--- config.mk ---
export PLATFORM = sky130hd
export DESIGN_NAME = pitch_name_parser
export DESIGN_NICKNAME = d
export VERILOG_FILES = /design/src/hw/rtl/pnp_pkg.sv /design/src/hw/rtl/pitch_name_parser.sv /design/src/hw/rtl/pnp_parse_core.sv /design/src/hw/rtl/pnp_note_calc.sv
export SDC_FILE = /design/constraint.sdc
export NUM_CORES = 1
export LEC_CHECK = 0
export BUFFER_PORTS_ARGS = -buffer_cell sky130_fd_sc_hd__buf_2
export CORE_ASPECT_RATIO = 1.4
export CORE_MARGIN = 3
export CORE_UTILIZATION = 65
export CTS_CLUSTER_DIAMETER = 40
export DETAILED_ROUTE_END_ITERATION = 16
export PLACE_DENSITY_LB_ADDON = 0.05
export SETUP_SLACK_MARGIN = 0.05
export SLEW_MARGIN = 20
export SYNTH_ARGS = -nofsm -noshare
export SYNTH_HDL_FRONTEND = slang
export SYNTH_SLANG_ARGS = --single-unit
--- constraint.sdc ---
create_clock -name clk_i -period 6.4 [get_ports clk_i]
set_input_delay 0.64 -clock clk_i [delete_from_list [all_inputs] [get_ports clk_i]]
set_output_delay 0.64 -clock clk_i [all_outputs]
set_load 0.05 [all_outputs]
--- src/hw/rtl/pnp_pkg.sv ---
// ----------------------------------------------------------------------------
// pnp_pkg
// Types, phase codes and character helpers shared by the pitch name parser.
// ----------------------------------------------------------------------------
package pnp_pkg;

  localparam int unsigned CharW   = 8;
  localparam int unsigned PcW     = 5;
  localparam int unsigned OctW    = 5;
  localparam int unsigned NoteW   = 7;
  localparam logic [OctW-1:0] OctSat = 5'd31;

  localparam logic [CharW-1:0] ChNul   = 8'h00;
  localparam logic [CharW-1:0] ChSharp = 8'h23;  // '#'
  localparam logic [CharW-1:0] ChMinus = 8'h2D;  // '-'
  localparam logic [CharW-1:0] ChZero  = 8'h30;  // '0'
  localparam logic [CharW-1:0] ChNine  = 8'h39;  // '9'
  localparam logic [CharW-1:0] ChUpS   = 8'h53;  // 'S'
  localparam logic [CharW-1:0] ChLowS  = 8'h73;  // 's'
  localparam logic [CharW-1:0] ChUpB   = 8'h42;  // 'B'
  localparam logic [CharW-1:0] ChLowB  = 8'h62;  // 'b'
  localparam logic [CharW-1:0] ChLowA  = 8'h61;  // 'a'
  localparam logic [CharW-1:0] ChLowZ  = 8'h7A;  // 'z'

  typedef enum logic [2:0] {
    PH_LETTER = 3'd0,
    PH_AFTER_LETTER = 3'd1,
    PH_AFTER_ACC = 3'd2,
    PH_AFTER_MINUS = 3'd3,
    PH_DIGITS = 3'd4,
    PH_DONE = 3'd5
  } pnp_phase_e;

  typedef struct packed {
    pnp_phase_e      phase;
    logic [PcW-1:0]  pitch_class;   // semitone plus one, 0..13
    logic            oct_neg;
    logic [OctW-1:0] oct_mag;       // saturates at OctSat
    logic            err;
  } pnp_state_t;

  typedef struct packed {
    logic [NoteW-1:0] key_num;
    logic             note_valid;
  } pnp_result_t;

  function automatic logic is_digit(input logic [CharW-1:0] c);
    return (c >= ChZero) && (c <= ChNine);
  endfunction

  // Semitone of a note letter plus one; zero when the character is no letter.
  function automatic logic [PcW-1:0] letter_pc(input logic [CharW-1:0] c);
    logic [CharW-1:0] u;
    logic [PcW-1:0]   r;
    u = ((c >= ChLowA) && (c <= ChLowZ)) ? (c & 8'hDF) : c;
    case (u)
      8'h43:   r = 5'd1;   // C
      8'h44:   r = 5'd3;   // D
      8'h45:   r = 5'd5;   // E
      8'h46:   r = 5'd6;   // F
      8'h47:   r = 5'd8;   // G
      8'h41:   r = 5'd10;  // A
      8'h42:   r = 5'd12;  // B
      default: r = 5'd0;
    endcase
    return r;
  endfunction

  // Shift one decimal digit into the octave magnitude, saturating.
  function automatic logic [OctW-1:0] add_digit(input logic [OctW-1:0] mag,
                                                input logic [CharW-1:0] c);
    logic [8:0] v;
    v = {4'd0, mag} * 9'd10 + {5'd0, c[3:0]};
    return (v > {4'd0, OctSat}) ? OctSat : v[OctW-1:0];
  endfunction

endpackage

--- src/hw/rtl/pitch_name_parser.sv ---
// ----------------------------------------------------------------------------
// pitch_name_parser
// Streaming parser of scientific pitch names, one character per transfer.
// ----------------------------------------------------------------------------
// Result path: a terminator waits in the input register, then its result is loaded into the output register.
// Throughput: one character per cycle; the input register only holds a
//   terminator while the output register is full and not taken.
// Reset: rst_ni clears the parse state to "expecting note letter" and
//   drops both pipeline valid bits.
module pitch_name_parser (
  input  logic                       clk_i,
  input  logic                       rst_ni,
  input  logic                       in_valid_i,
  output logic                       in_ready_o,
  input  logic [pnp_pkg::CharW-1:0]  char_byte_i,
  output logic                       out_valid_o,
  input  logic                       out_ready_i,
  output logic [pnp_pkg::NoteW-1:0]  key_num_o,
  output logic                       note_valid_o
);
  import pnp_pkg::*;

  // Input register.
  logic             in_vld_q;
  logic [CharW-1:0] char_q;

  // Output register.
  logic             out_vld_q, out_vld_d;
  pnp_result_t      res_q;

  logic        is_term;
  logic        advance;   // the held character is consumed this cycle
  logic        load_out;
  pnp_state_t  pstate;
  pnp_result_t res_calc;

  assign is_term = (char_q == ChNul);
  // Plain characters always advance; a terminator needs room in the output.
  assign advance  = in_vld_q && (!is_term || !out_vld_q || out_ready_i);
  assign load_out = advance && is_term;
  assign in_ready_o = !in_vld_q || advance;

  pnp_parse_core u_core (
    .clk_i   (clk_i),
    .rst_ni  (rst_ni),
    .step_i  (advance),
    .char_i  (char_q),
    .state_o (pstate)
  );

  // Result comes from the state before the terminator resets it.
  pnp_note_calc u_calc (
    .state_i  (pstate),
    .result_o (res_calc)
  );

  always_ff @(posedge clk_i or negedge rst_ni) begin
    if (!rst_ni) begin
      in_vld_q <= 1'b0;
    end else if (in_ready_o) begin
      in_vld_q <= in_valid_i;
    end
  end

  always_ff @(posedge clk_i) begin
    if (in_ready_o && in_valid_i) begin
      char_q <= char_byte_i;
    end
  end

  // Output valid: set on a new result, drop once transferred.
  always_comb begin
    out_vld_d = out_vld_q;
    if (load_out) begin
      out_vld_d = 1'b1;
    end else if (out_ready_i) begin
      out_vld_d = 1'b0;
    end
  end

  always_ff @(posedge clk_i or negedge rst_ni) begin
    if (!rst_ni) begin
      out_vld_q <= 1'b0;
    end else begin
      out_vld_q <= out_vld_d;
    end
  end

  always_ff @(posedge clk_i) begin
    if (load_out) begin
      res_q <= res_calc;
    end
  end

  assign out_valid_o  = out_vld_q;
  assign key_num_o    = res_q.key_num;
  assign note_valid_o = res_q.note_valid;

endmodule

--- src/hw/rtl/pnp_parse_core.sv ---
// ----------------------------------------------------------------------------
// pnp_parse_core
// Parse state register and per-character next-state logic.
// ----------------------------------------------------------------------------
module pnp_parse_core (
  input  logic                      clk_i,
  input  logic                      rst_ni,
  input  logic                      step_i,
  input  logic [pnp_pkg::CharW-1:0] char_i,
  output pnp_pkg::pnp_state_t       state_o
);
  import pnp_pkg::*;

  pnp_state_t state_q, state_d;
  logic       dig;
  logic [PcW-1:0] lpc;

  assign dig = is_digit(char_i);
  assign lpc = letter_pc(char_i);

  always_comb begin
    state_d = state_q;
    if (step_i) begin
      if (char_i == ChNul) begin
        state_d.phase       = PH_LETTER;
        state_d.pitch_class = '0;
        state_d.oct_neg     = 1'b0;
        state_d.oct_mag     = '0;
        state_d.err         = 1'b0;
      end else if (!state_q.err) begin
        unique case (state_q.phase)
          PH_LETTER: begin
            if (lpc == '0) begin
              state_d.err = 1'b1;
            end else begin
              state_d.pitch_class = lpc;
              state_d.phase       = PH_AFTER_LETTER;
            end
          end
          PH_AFTER_LETTER: begin
            if (char_i == ChSharp || char_i == ChLowS || char_i == ChUpS) begin
              state_d.pitch_class = state_q.pitch_class + 5'd1;
              state_d.phase       = PH_AFTER_ACC;
            end else if (char_i == ChLowB || char_i == ChUpB) begin
              state_d.pitch_class = state_q.pitch_class - 5'd1;
              state_d.phase       = PH_AFTER_ACC;
            end else if (char_i == ChMinus) begin
              state_d.oct_neg = 1'b1;
              state_d.phase   = PH_AFTER_MINUS;
            end else if (dig) begin
              state_d.oct_mag = add_digit(state_q.oct_mag, char_i);
              state_d.phase   = PH_DIGITS;
            end else begin
              state_d.err = 1'b1;
            end
          end
          PH_AFTER_ACC: begin
            if (char_i == ChMinus) begin
              state_d.oct_neg = 1'b1;
              state_d.phase   = PH_AFTER_MINUS;
            end else if (dig) begin
              state_d.oct_mag = add_digit(state_q.oct_mag, char_i);
              state_d.phase   = PH_DIGITS;
            end else begin
              state_d.err = 1'b1;
            end
          end
          PH_AFTER_MINUS: begin
            if (dig) begin
              state_d.oct_mag = add_digit(state_q.oct_mag, char_i);
              state_d.phase   = PH_DIGITS;
            end else begin
              state_d.err = 1'b1;
            end
          end
          PH_DIGITS: begin
            if (dig) begin
              state_d.oct_mag = add_digit(state_q.oct_mag, char_i);
            end else begin
              state_d.phase = PH_DONE;
            end
          end
          default: begin
            // trailing characters: hold
          end
        endcase
      end
    end
  end

  always_comb begin
    state_o = state_q;
  end

  always_ff @(posedge clk_i or negedge rst_ni) begin
    if (!rst_ni) begin
      state_q <= '{phase: PH_LETTER, pitch_class: '0, oct_neg: 1'b0,
                   oct_mag: '0, err: 1'b0};
    end else begin
      state_q <= state_d;
    end
  end

endmodule

--- src/hw/rtl/pnp_note_calc.sv ---
// ----------------------------------------------------------------------------
// pnp_note_calc
// Range check and MIDI note arithmetic on the current parse state.
// ----------------------------------------------------------------------------
module pnp_note_calc (
  input  pnp_pkg::pnp_state_t  state_i,
  output pnp_pkg::pnp_result_t result_o
);
  import pnp_pkg::*;

  logic       phase_ok;
  logic       oct_ok;
  logic [3:0] oct_p1;   // octave plus one, 0..10 when in range
  logic [7:0] note_p1;  // MIDI note plus one

  assign phase_ok = (state_i.phase == PH_DIGITS) || (state_i.phase == PH_DONE);
  assign oct_ok   = state_i.oct_neg ? (state_i.oct_mag <= 5'd1)
                                    : (state_i.oct_mag <= 5'd9);
  assign oct_p1   = state_i.oct_neg ? ((state_i.oct_mag == '0) ? 4'd1 : 4'd0)
                                    : (state_i.oct_mag[3:0] + 4'd1);
  assign note_p1  = {4'd0, oct_p1} * 8'd12 + {3'd0, state_i.pitch_class};

  always_comb begin
    result_o.note_valid = !state_i.err && phase_ok && oct_ok &&
                          (note_p1 != 8'd0) && (note_p1 <= 8'd128);
    result_o.key_num    = '0;
    if (result_o.note_valid) begin
      result_o.key_num = 7'(note_p1 - 8'd1);
    end
  end

endmodule

==> reports/results.ini <==
[final_layout]
most-common-layout-cells=26 x nand2_1, 25 x ha_1, 24 x a21oi_1, 21 x buf_2, 19 x inv_1
seq_area_sq_um=906
fin_nets=346
stdcell_area_sq_mm=0.00292
area_growth_syn_to_layout_pct=8.61
drive_above_1_share_pct=12.5
finish.utilization_pct=73.9
instances_no_fill=348
fillers=305
final_common_cell=nand2_1
multiInputGateArea_sq_mm=0.00166
antenna_cells=0

[sta]
rsz0062_at_grt=no
fin_crit_sh_pct=59.9
skew_ps=3.27
setup-violations-final=0
tightest_slew_ps=810
setup_tns_ps=0
maxSlewViolCount=0
relSlewSlack_pct=45.1
min_period_ps=3830
max_freq_mhz=261
setup_slack_ps=2570
final_hold_viol_count=0

[place]
pre_cts_slack_ps=2560
place.port_buffers=21
dpl_cell_area_sq_mm=0.00280
dp_hpwl_microns=4310
gp_congestion=0.888
dp.cells=340

[grt]
grt_pass1_vias=2092
grt_pass1_wl_microns=9230
overflow=0
antenna_found_initial=0
grt.total_usage_pct=24.7
grt_max_degree=18

[synthesis]
synth-main-ff-cell=dfrtp_1
ys_ff_latch=33
synth_edf_count=16
synth_top_area_share_pct=17.9
synthTopCellsByArea=edfxtp_1 18%, dfrtp_1 16%, ha_1 12%, a21oi_1 4.5%, fa_1 3.7%
synthCells=286
async_flop_share_pct=51.5
synth_top_area_cell=edfxtp_1
synth.distinct_cells=57
syn_area_sq_mm=0.00269
syn_avg_cell_area_sq_um=9.40
ys_warn_count=0
synth_nets=328
ys_seq_area_share_pct=33.7

[job]
max-cap-violations=0

[setup_path]
setup.worst_path.class=register to register
start_kind=register
worstSetupEndpointType=register
worstPathRequired_ps=6400
cp_max_fo=8
critical_path_arrival_ps=3840

[power_and_ir_drop]
cellPowerDensity_mw_per_mm2=514
peakVddDrop_mv=0.620
p_leak_nw=1.26

[floorplan]
initial_core_util_pct=68.0
row_count=27
dieWidth_microns=60.3
coreArea_sq_mm=0.00395
dieArea_sq_mm=0.00495
die_height_microns=82.1
ios=22

[clock_network]
cts-root-buf=clkbuf_8
cts_max_level=2
postCtsHoldBufs=0
cts_tree=done
clkSlewWorstSetupHoldPaths_ps=70
cts.sinks=33
cts_setup_buffers=0
cts_resized=0
cts_buffers=5
clk_latency_ps=280
clockBufferDepth=2

[route]
wl_per_cell_microns=15.9
dr.pass1.iters=4
wl_microns=5520
viasPerCell=6.34
via_count=2206
initialDrtViolationCount=101
antenna_left=0
drc=0

[run_status]
status=finished clean

[hold_path]
hp-class=input pin to async pin

-- registers in the layout (all words and copies together) (netlist names) --
signal / cells
note_valid_o: 1
in_vld_q: 1
key_num_o: 7
char_q: 8
u_core.state_o: 15
out_valid_o: 1
-- per-layer routing --
| layer | up-vias | routed length (microns) | GRT usage [%] |
|---|---|---|---|
| li1 | 1091 | - | - |
| met1 | 1056 | 2210 | 27.9 |
| met2 | 47 | 2990 | 45.0 |
| met3 | 12 | 180 | 3.77 |
| met4 | 0 | 140 | 9.98 |
| met5 | - | 0 | 0 |
-- stage by stage --
stage	power [mW]	hold slack, ps
3_3_place_gp	1.25	552
6_report	1.50	271
3_5_place_dp	1.30	561
2_1_floorplan	1.15	344
4_1_cts	1.50	277
5_1_grt	1.64	290
-- worst max-delay path, stage by stage, from the launching register on --
cell	delay [ps]
dfrtp_1	460
inv_1	170
ha_1	160
nor4b_1	220
nand2_1	80
o21ai_0	130
ha_1	240
fa_1	420
ha_1	340
a21oi_1	130
nand2b_1	170
or4_1	400
a31oi_1	220
or3b_1	310
a211oi_1	130
-- layout make-up --
| class | count | share of cell area [%] |
|---|---|---|
| Multi-Input combinational cell | 224 | 57.0 |
| Timing Repair Buffer | 21 | 3.60 |
| Inverter | 19 | 2.44 |
| Clock buffer | 6 | 2.83 |
| Clock inverter | 2 | 1.29 |
| Sequential cell | 33 | 31.0 |
| Tap cell | 43 | 1.84 |
-- synth_stat cells, drive strengths merged, types with 3 or more instances --
library cell	number
nand2	26
a21oi	25
ha	25
inv	19
dfrtp	17
edfxtp	16
o21ai	11
nand2b	10
nor2	10
xnor2	10
nand3	8
xor2	8
clkbuf	7
a211oi	6
o31ai	6
fa	5
nor2b	5
nor3	5
nor4	5
a21o	4
or4	4
and3	3
buf	3
nand3b	3
nor3b	3
o21bai	3
o221ai	3
or3	3
-- logic make-up (layout without fill, tap and decap cells) --
| group | Yosys count | count (layout) | synth area share (%) |
|---|---|---|---|
| flops | 33 | 33 | 33.7 |
| buf+inv | 29 | 48 | 4.42 |
| mux | 3 | 3 | 1.30 |
| simple gates | 96 | 96 | 20.3 |
| xor+xnor | 18 | 18 | 6.15 |
| fa+ha+maj | 30 | 30 | 15.4 |
| compound gates | 77 | 77 | 18.8 |
-- power breakdown --
part           internal (mW)  switching [mW]
sequential             0.250          0.0643
combinational          0.417           0.568
clock                  0.126          0.0757
total                  0.794           0.708
-- final timing paths --
kind                                               startpoint  slack, ps                       endpoint  cells past startpoint
worst max-delay path            u_core.state_o[2]$_DFFE_PN0P_       2570     key_num_o[6]$_SDFFCE_PN0P_                     14
worst min-delay path                                   rst_ni        270        out_valid_o$_DFFE_PN0P_                      1
worst max register to register  u_core.state_o[2]$_DFFE_PN0P_       2570     key_num_o[6]$_SDFFCE_PN0P_                     14
worst min register to register  u_core.state_o[9]$_DFFE_PN0P_        570  u_core.state_o[9]$_DFFE_PN0P_                      2
max in group asynchronous                              rst_ni       5850  u_core.state_o[4]$_DFFE_PN0P_                      1
min in group clk_i                             char_byte_i[0]        530            char_q[0]$_DFFE_PP_                      1
Power figures use the tool's default switching activity.
